===== src/rtl/core/bbc_pkg.sv =====
// shared types and constants of the biquad band-pass cascade core
// used by biquad_bandpass_cascade_core; depends on nothing
package bbc_pkg;

    localparam int SAMPLE_W  = 16;
    localparam int COEF_W    = 24;
    localparam int FRAC_BITS = 21;
    localparam int PROD_W    = COEF_W + SAMPLE_W;
    // five products of PROD_W bits each get four more bits of headroom
    localparam int ACC_W     = PROD_W + 4;
    localparam int CFG_IDX_W = 3;
    localparam int STEP_W    = 3;

    // configuration register indexes
    localparam logic [CFG_IDX_W-1:0] CFG_B0 = 3'd0;
    localparam logic [CFG_IDX_W-1:0] CFG_B1 = 3'd1;
    localparam logic [CFG_IDX_W-1:0] CFG_B2 = 3'd2;
    localparam logic [CFG_IDX_W-1:0] CFG_A1 = 3'd3;
    localparam logic [CFG_IDX_W-1:0] CFG_A2 = 3'd4;

    localparam logic signed [COEF_W-1:0] B0_RESET = 24'sd2097152;

    // per-stage sequencer steps
    localparam logic [STEP_W-1:0] STEP_B0    = 3'd0;
    localparam logic [STEP_W-1:0] STEP_B1    = 3'd1;
    localparam logic [STEP_W-1:0] STEP_B2    = 3'd2;
    localparam logic [STEP_W-1:0] STEP_A1    = 3'd3;
    localparam logic [STEP_W-1:0] STEP_A2    = 3'd4;
    localparam logic [STEP_W-1:0] STEP_SUM   = 3'd5;
    localparam logic [STEP_W-1:0] STEP_ROUND = 3'd6;

    // history slots inside one stage's group of four entries
    localparam logic [1:0] SLOT_X1 = 2'd0;
    localparam logic [1:0] SLOT_X2 = 2'd1;
    localparam logic [1:0] SLOT_Y1 = 2'd2;
    localparam logic [1:0] SLOT_Y2 = 2'd3;

    typedef struct packed {
        logic signed [SAMPLE_W-1:0] sample_in;
        logic                       frame_end;
    } item_t;

    typedef struct packed {
        logic signed [SAMPLE_W-1:0] sample_out;
        logic                       frame_end_out;
    } result_t;

endpackage


===== src/rtl/core/bbc_ram.sv =====
// generic simple dual-port ram, one write and one registered read port
// standalone, no package needed
module bbc_ram #(
    parameter int WIDTH = 16,
    parameter int DEPTH = 12
) (
    input  logic                     clk,
    input  logic                     we,
    input  logic [$clog2(DEPTH)-1:0] waddr,
    input  logic [WIDTH-1:0]         wdata,
    input  logic [$clog2(DEPTH)-1:0] raddr,
    output logic [WIDTH-1:0]         rdata
);

    logic [WIDTH-1:0] mem [DEPTH];
    logic [WIDTH-1:0] rdata_reg;

    always_ff @(posedge clk)
    begin
        if (we)
        begin
            mem[waddr] <= wdata;
        end
        rdata_reg <= mem[raddr];
    end

    assign rdata = rdata_reg;

endmodule


===== src/rtl/core/biquad_bandpass_cascade_core.sv =====
// cascade of direct-form-1 biquad stages sharing one multiplier and one history ram
// depends on bbc_pkg and bbc_ram
//
// usage
//   item channel: item_valid / item_stall / item carry one raw sample and its
//   frame end mark. result channel: result_valid / result_stall / result carry
//   the filtered sample after all stages and the copied mark.
//   cfg_we / cfg_index / cfg_data write the five shared Q2.21 taps; the user must
//   write them only while the core is idle, the core does not enforce it; indexes above four are ignored.
// sequencing
//   each stage runs on the single 24x16 multiplier in steps: five products,
//   one closing add, one round and saturate step. the result is registered
//   from the output state once the output register is free, and a new item
//   is taken only after the core is idle again, so one sample is in flight at
//   a time. item_stall is high while a sample is in flight.
// reset and stall
//   reset clears the taps to a pass-through filter and marks all history
//   entries as zero through per-entry valid bits, no clearing pass. a stalled
//   result holds in its output register; the core still takes and works the
//   next item and waits with that one finished until the register frees.
module biquad_bandpass_cascade_core #(
    parameter int STAGE_COUNT = 3
) (
    input  logic                                  clk,
    input  logic                                  rst_n,
    input  logic                                  item_valid,
    output logic                                  item_stall,
    input  bbc_pkg::item_t                        item,
    output logic                                  result_valid,
    input  logic                                  result_stall,
    output bbc_pkg::result_t                      result,
    input  logic                                  cfg_we,
    input  logic [bbc_pkg::CFG_IDX_W-1:0]         cfg_index,
    input  logic [bbc_pkg::COEF_W-1:0]            cfg_data
);

    import bbc_pkg::*;

    localparam int DEPTH   = 4 * STAGE_COUNT;
    localparam int ADDR_W  = $clog2(DEPTH);
    localparam int STAGE_W = (STAGE_COUNT > 1) ? $clog2(STAGE_COUNT) : 1;
    localparam int RND_W   = ACC_W - FRAC_BITS;
    localparam logic [STAGE_W-1:0] LAST_STAGE = STAGE_W'(STAGE_COUNT - 1);
    localparam logic signed [RND_W-1:0] RND_MAX = RND_W'(32767);
    localparam logic signed [RND_W-1:0] RND_MIN = -RND_W'(32768);
    localparam logic signed [ACC_W-1:0] HALF_LSB = ACC_W'(1) <<< (FRAC_BITS - 1);

    typedef enum logic [1:0] {
        S_IDLE,
        S_MAC,
        S_OUT
    } state_t;

    state_t                       state_reg, state_next;
    logic [STEP_W-1:0]            step_reg, step_next;
    logic [STAGE_W-1:0]           stage_reg, stage_next;
    logic signed [SAMPLE_W-1:0]   x_reg, x_next;
    logic                         mark_reg, mark_next;
    logic signed [SAMPLE_W-1:0]   x1_save_reg, x1_save_next;
    logic signed [SAMPLE_W-1:0]   y1_save_reg, y1_save_next;
    logic signed [PROD_W-1:0]     prod_reg, prod_next;
    logic signed [ACC_W-1:0]      acc_reg, acc_next;
    logic                         rvalid_reg, rvalid_next;
    logic [DEPTH-1:0]             valid_reg, valid_next;
    logic                         result_valid_reg, result_valid_next;
    result_t                      result_reg, result_next;

    logic signed [COEF_W-1:0]     b0_reg, b1_reg, b2_reg, a1_reg, a2_reg;

    logic                         ram_we;
    logic [ADDR_W-1:0]            ram_waddr;
    logic [SAMPLE_W-1:0]          ram_wdata;
    logic [ADDR_W-1:0]            ram_raddr;
    logic [SAMPLE_W-1:0]          ram_rdata;

    logic signed [SAMPLE_W-1:0]   hist_val;
    logic signed [COEF_W-1:0]     mult_a;
    logic signed [SAMPLE_W-1:0]   mult_b;
    logic signed [ACC_W-1:0]      acc_biased;
    logic signed [RND_W-1:0]      rnd;
    logic signed [SAMPLE_W-1:0]   y_sat;
    logic                         item_beat;
    logic                         out_free;

    bbc_ram #(
        .WIDTH(SAMPLE_W),
        .DEPTH(DEPTH)
    ) u_hist_ram (
        .clk  (clk),
        .we   (ram_we),
        .waddr(ram_waddr),
        .wdata(ram_wdata),
        .raddr(ram_raddr),
        .rdata(ram_rdata)
    );

    assign item_stall   = (state_reg != S_IDLE);
    assign item_beat    = item_valid && !item_stall;
    assign out_free     = !result_valid_reg || !result_stall;
    assign result_valid = result_valid_reg;
    assign result       = result_reg;

    // never-written history entries read as zero
    assign hist_val = rvalid_reg ? $signed(ram_rdata) : '0;

    assign acc_biased = acc_reg + HALF_LSB;
    assign rnd        = acc_biased[ACC_W-1:FRAC_BITS];

    always_comb
    begin
        priority if (rnd > RND_MAX)
        begin
            y_sat = SAMPLE_W'(RND_MAX);
        end
        else if (rnd < RND_MIN)
        begin
            y_sat = SAMPLE_W'(RND_MIN);
        end
        else
        begin
            y_sat = rnd[SAMPLE_W-1:0];
        end
    end

    // tap and operand selection for the shared multiplier
    always_comb
    begin
        mult_b = hist_val;
        unique case (step_reg)
            STEP_B0:
            begin
                mult_a = b0_reg;
                mult_b = x_reg;
            end
            STEP_B1: mult_a = b1_reg;
            STEP_B2: mult_a = b2_reg;
            STEP_A1: mult_a = a1_reg;
            STEP_A2: mult_a = a2_reg;
            default: mult_a = '0;
        endcase
    end

    assign prod_next = PROD_W'(mult_a) * PROD_W'(mult_b);

    always_comb
    begin
        state_next        = state_reg;
        step_next         = step_reg;
        stage_next        = stage_reg;
        x_next            = x_reg;
        mark_next         = mark_reg;
        x1_save_next      = x1_save_reg;
        y1_save_next      = y1_save_reg;
        acc_next          = acc_reg;
        valid_next        = valid_reg;
        result_valid_next = result_valid_reg;
        result_next       = result_reg;
        ram_we            = 1'b0;
        ram_waddr         = ADDR_W'({stage_reg, SLOT_X1});
        ram_wdata         = x_reg;
        ram_raddr         = ADDR_W'({stage_reg, step_reg[1:0]});

        if (result_valid_reg && !result_stall)
        begin
            result_valid_next = 1'b0;
        end

        unique case (state_reg)
            S_IDLE:
            begin
                if (item_beat)
                begin
                    x_next     = item.sample_in;
                    mark_next  = item.frame_end;
                    stage_next = '0;
                    step_next  = STEP_B0;
                    state_next = S_MAC;
                end
            end
            S_MAC:
            begin
                step_next = step_reg + STEP_W'(1);
                // reads of slots 0..3 go out in steps 0..3; each slot is
                // rewritten only after its own read has been issued
                unique case (step_reg)
                    STEP_B0:
                    begin
                    end
                    STEP_B1:
                    begin
                        acc_next     = ACC_W'(prod_reg);
                        x1_save_next = hist_val;
                        ram_we       = 1'b1;
                        ram_waddr    = ADDR_W'({stage_reg, SLOT_X1});
                        ram_wdata    = x_reg;
                    end
                    STEP_B2:
                    begin
                        acc_next  = acc_reg + ACC_W'(prod_reg);
                        ram_we    = 1'b1;
                        ram_waddr = ADDR_W'({stage_reg, SLOT_X2});
                        ram_wdata = x1_save_reg;
                    end
                    STEP_A1:
                    begin
                        acc_next     = acc_reg + ACC_W'(prod_reg);
                        y1_save_next = hist_val;
                    end
                    STEP_A2:
                    begin
                        acc_next  = acc_reg + ACC_W'(prod_reg);
                        ram_we    = 1'b1;
                        ram_waddr = ADDR_W'({stage_reg, SLOT_Y2});
                        ram_wdata = y1_save_reg;
                    end
                    STEP_SUM:
                    begin
                        acc_next = acc_reg + ACC_W'(prod_reg);
                    end
                    STEP_ROUND:
                    begin
                        ram_we    = 1'b1;
                        ram_waddr = ADDR_W'({stage_reg, SLOT_Y1});
                        ram_wdata = y_sat;
                        x_next    = y_sat;
                        step_next = STEP_B0;
                        if (stage_reg == LAST_STAGE)
                        begin
                            state_next = S_OUT;
                        end
                        else
                        begin
                            stage_next = stage_reg + STAGE_W'(1);
                        end
                    end
                    default:
                    begin
                        step_next = STEP_B0;
                    end
                endcase
            end
            S_OUT:
            begin
                if (out_free)
                begin
                    result_valid_next           = 1'b1;
                    result_next.sample_out      = x_reg;
                    result_next.frame_end_out   = mark_reg;
                    state_next                  = S_IDLE;
                end
            end
            default:
            begin
                state_next = S_IDLE;
            end
        endcase

        if (ram_we)
        begin
            valid_next[ram_waddr] = 1'b1;
        end
    end

    assign rvalid_next = valid_reg[ram_raddr];

    always_ff @(posedge clk or negedge rst_n)
    begin
        if (!rst_n)
        begin
            state_reg        <= S_IDLE;
            step_reg         <= STEP_B0;
            stage_reg        <= '0;
            valid_reg        <= '0;
            rvalid_reg       <= 1'b0;
            result_valid_reg <= 1'b0;
            b0_reg           <= B0_RESET;
            b1_reg           <= '0;
            b2_reg           <= '0;
            a1_reg           <= '0;
            a2_reg           <= '0;
        end
        else
        begin
            state_reg        <= state_next;
            step_reg         <= step_next;
            stage_reg        <= stage_next;
            valid_reg        <= valid_next;
            rvalid_reg       <= rvalid_next;
            result_valid_reg <= result_valid_next;
            if (cfg_we)
            begin
                unique case (cfg_index)
                    CFG_B0:  b0_reg <= cfg_data;
                    CFG_B1:  b1_reg <= cfg_data;
                    CFG_B2:  b2_reg <= cfg_data;
                    CFG_A1:  a1_reg <= cfg_data;
                    CFG_A2:  a2_reg <= cfg_data;
                    default:
                    begin
                    end
                endcase
            end
        end
    end

    // datapath registers, no reset needed
    always_ff @(posedge clk)
    begin
        x_reg       <= x_next;
        mark_reg    <= mark_next;
        x1_save_reg <= x1_save_next;
        y1_save_reg <= y1_save_next;
        prod_reg    <= prod_next;
        acc_reg     <= acc_next;
        result_reg  <= result_next;
    end

endmodule


===== config.mk =====
export PLATFORM = sky130hd
export DESIGN_NAME = biquad_bandpass_cascade_core
export DESIGN_NICKNAME = d
export VERILOG_FILES = /design/src/rtl/core/bbc_pkg.sv /design/src/rtl/core/bbc_ram.sv /design/src/rtl/core/biquad_bandpass_cascade_core.sv
export SDC_FILE = /design/constraint.sdc
export NUM_CORES = 2
export LEC_CHECK = 0
export BUFFER_PORTS_ARGS = -buffer_cell sky130_fd_sc_hd__buf_2
export CELL_PAD_IN_SITES_DETAIL_PLACEMENT = 2
export CELL_PAD_IN_SITES_GLOBAL_PLACEMENT = 2
export CORE_MARGIN = 1.5
export CORE_UTILIZATION = 40
export CTS_CLUSTER_DIAMETER = 50
export DETAILED_ROUTE_END_ITERATION = 16
export PLACE_DENSITY_LB_ADDON = 0.1
export REMOVE_ABC_BUFFERS = 1
export SETUP_SLACK_MARGIN = 0.2
export SLEW_MARGIN = 20
export SYNTH_ARGS = -nofsm -noshare
export SYNTH_HDL_FRONTEND = slang
export SYNTH_SLANG_ARGS = --single-unit

===== constraint.sdc =====
create_clock -name clk -period 8.1 [get_ports clk]
set_input_delay 1.62 -clock clk [delete_from_list [all_inputs] [get_ports clk]]
set_output_delay 1.62 -clock clk [all_outputs]
set_load 0.02 [all_outputs]

==> results.yml <==
worst_setup_path:
  cp.arrival_ps: 8150
  path_class: "reg -> reg"
  path_max_fanout: 24
  rr_worst_depth: 27
  crit_top_cell: "fa_1"
  reg2reg_from: "step_reg[0]"
  worstSetupStartpointType: "flop"
  critPathSlowestCell: "fa_1"
  reg2reg_setup_slack_ps: 450
  timing.rr.end: "prod_reg[38]"
  cp_slowest_stage_delay_ps: 540
  crit_path_start: "step_reg[0]"
  cp.required_ps: 8600
  critPathCaptureType: "flop"
final_layout:
  antenna_cells: 0
  drive_above_1_share_pct: 17.5
  largest_reg_flops: 192
  n_fill_cell: 8959
  final_core_util_pct: 46.1
  stdcell_count: 4628
  syn_to_final_growth_pct: 13.8
  nets: 3987
floorplan:
  die_h_um: 302
  die_w_um: 302
  top_level_ports: 68
  placementRows: 109
  core-area_um2: 88500
  start_util_pct: 40.5
  die-area_um2: 91400
sta:
  fin_skew_ps: 22.4
  min_period_ps: 7650
  hold_viol_final: 0
  fin_crit_sh_pct: 94.5
  setup_violations: 0
  rsz0062_at_grt: "no"
  fin_ws_ps: 447
  whs_ps: 440
  fmax_mhz: 131
  drv_slew: 0
  slew_headroom_pct: 21.1
  worst_pin_slew_ps: 1180
status:
  outcome: "finished clean"
synthesis:
  synth_commonest_cells: "inv_1 (485), fa_1 (376), nand2_1 (376)"
  synthFlopType: "edfxtp_1"
  synth_cell_types: 85
  synthArstFlopShare_pct: 28.3
  syn_inst: 3271
  synth_area_leaders: "edfxtp_1 (25%), fa_1 (21%), dfrtp_1 (9.8%)"
  synth_top_area_share_pct: 25.3
  yosysMostFrequentCell: "inv_1"
  synth_warnings: 0
  synth_top_area_cell: "edfxtp_1"
  ys_ff_latch: 499
  avgSynthCellArea_um2: 11.0
  synth_edf_count: 302
  seq_area_frac_synth_pct: 38.3
  synth_area_um2: 35800
detailed_routing:
  drc: 0
  wl_um: 120000
  route.vias.total: 25500
  antenna_left: 0
  first_pass_iters: 7
  viasPerCell: 5.51
  routedWlPerCell_um: 26.0
  drt_first_iter_violations: 1499
placed_design:
  place_congestion: 0.868
  hpwl_um: 91600
  post-place-ws_ps: -17.0
  io_buffers: 67
  dp.cells: 4474
clocking:
  clock_latency_ps: 650
  clk_path_buf_depth: 3
  clkSlewWorstSetupHoldPaths_ps: 60
  cts_tree: "yes"
  cts_buffers: 67
  ctsHoldBuffers: 0
  clock_sinks: 499
  root_buffer: "clkbuf_16"
  htreeDepth: 3
hold_path:
  worst_hold_path.endpoint: "result[0]"
  min_from: "mark_reg"
  hold-path-cell-count: 0
  hold_class: "reg -> reg"
global_route:
  grt-ovfl-total: 0
  grt_usage_pct: 27.1
  antenna_found_initial: 4
  grt_start_max_net_pins: 84
  grt_pass1_vias: 29900
  grt_pass1_wl_um: 185000
run:
  drv_cap: 0
how the worst max path moves through the flow:
stage / slack [ps] / endpoint
2_1_floorplan: -2240 / prod_reg[39]
3_3_place_gp: 200 / prod_reg[38]
3_5_place_dp: -20 / prod_reg[38]
4_1_cts: 210 / prod_reg[39]
5_1_grt: 100 / prod_reg[38]
6_report: 450 / prod_reg[38]
metal layers:
| metal | wire length (um) | GRT usage (%) | up-vias |
|---|---|---|---|
| met5 | 0 | 0 | - |
| met4 | 3640 | 8.42 | 0 |
| li1 | - | - | 11200 |
| met2 | 61000 | 47.7 | 503 |
| met3 | 4740 | 3.45 | 181 |
| met1 | 51000 | 34.6 | 13600 |
cells in the final DEF (no fill, tap or decap), types with 111 or more instances in the layout:
cell type,synthesis,layout
inv_1,485,485
a21oi_1,118,111
dfrtp_1,140,137
ha_1,150,146
nand2_1,376,374
mux2_2,122,121
buf_4,0,130
fa_1,376,374
edfxtp_1,302,302
nor2_1,301,296
cell families (layout without fill, tap and decap cells):
kind of cell / Yosys count / in the layout / share of synthesized area, %
XOR/XNOR: 95 / 95 / 2.32
flip-flops: 499 / 499 / 38.3
buffers and inverters: 628 / 819 / 6.60
AND/OR/NAND/NOR: 881 / 882 / 10.7
adder cells (fa/ha/maj): 526 / 526 / 26.2
multiplexers: 181 / 181 / 7.26
AO/OA/AOI/OAI: 461 / 461 / 8.55
per-stage QoR:
step | area (um^2) | TNS (ps)
floorplan | 35300 | -46510
global route | 40800 | 0
global placement | 38100 | 0
detailed placement | 38100 | -17.0
CTS | 40400 | 0
finish | 40800 | 0
layout make-up:
type	instances	area (um^2)	share of cell area, %
clock buffer	83	1820	4.46
clock inverter	37	349	0.856
tap	1165	1460	3.57
timing repair buffer	212	1550	3.80
multi-input combinational	2145	20100	49.2
inverter	487	1830	4.48
sequential	499	13700	33.6
repair_timing:
action,4_1_cts,5_1_grt
gates cloned,1,1
pin swaps,4,15
gates resized for setup,31,43
setup buffers,7,21
endpoints found under the setup margin,6,9
worst max-delay path: cells and delay by family, from the launching register on:
family                   cells  cell delay, ps
buffers and inverters        6             620
multiplexers                 1             160
adder cells (fa/ha/maj)      9            3840
flip-flops                   1             500
AND/OR/NAND/NOR              1              80
AO/OA/AOI/OAI               10            2280
Power is left out: the tool's default activity adds up to more than one toggle a clock period on the data nets, which glitch-free logic cannot reach.
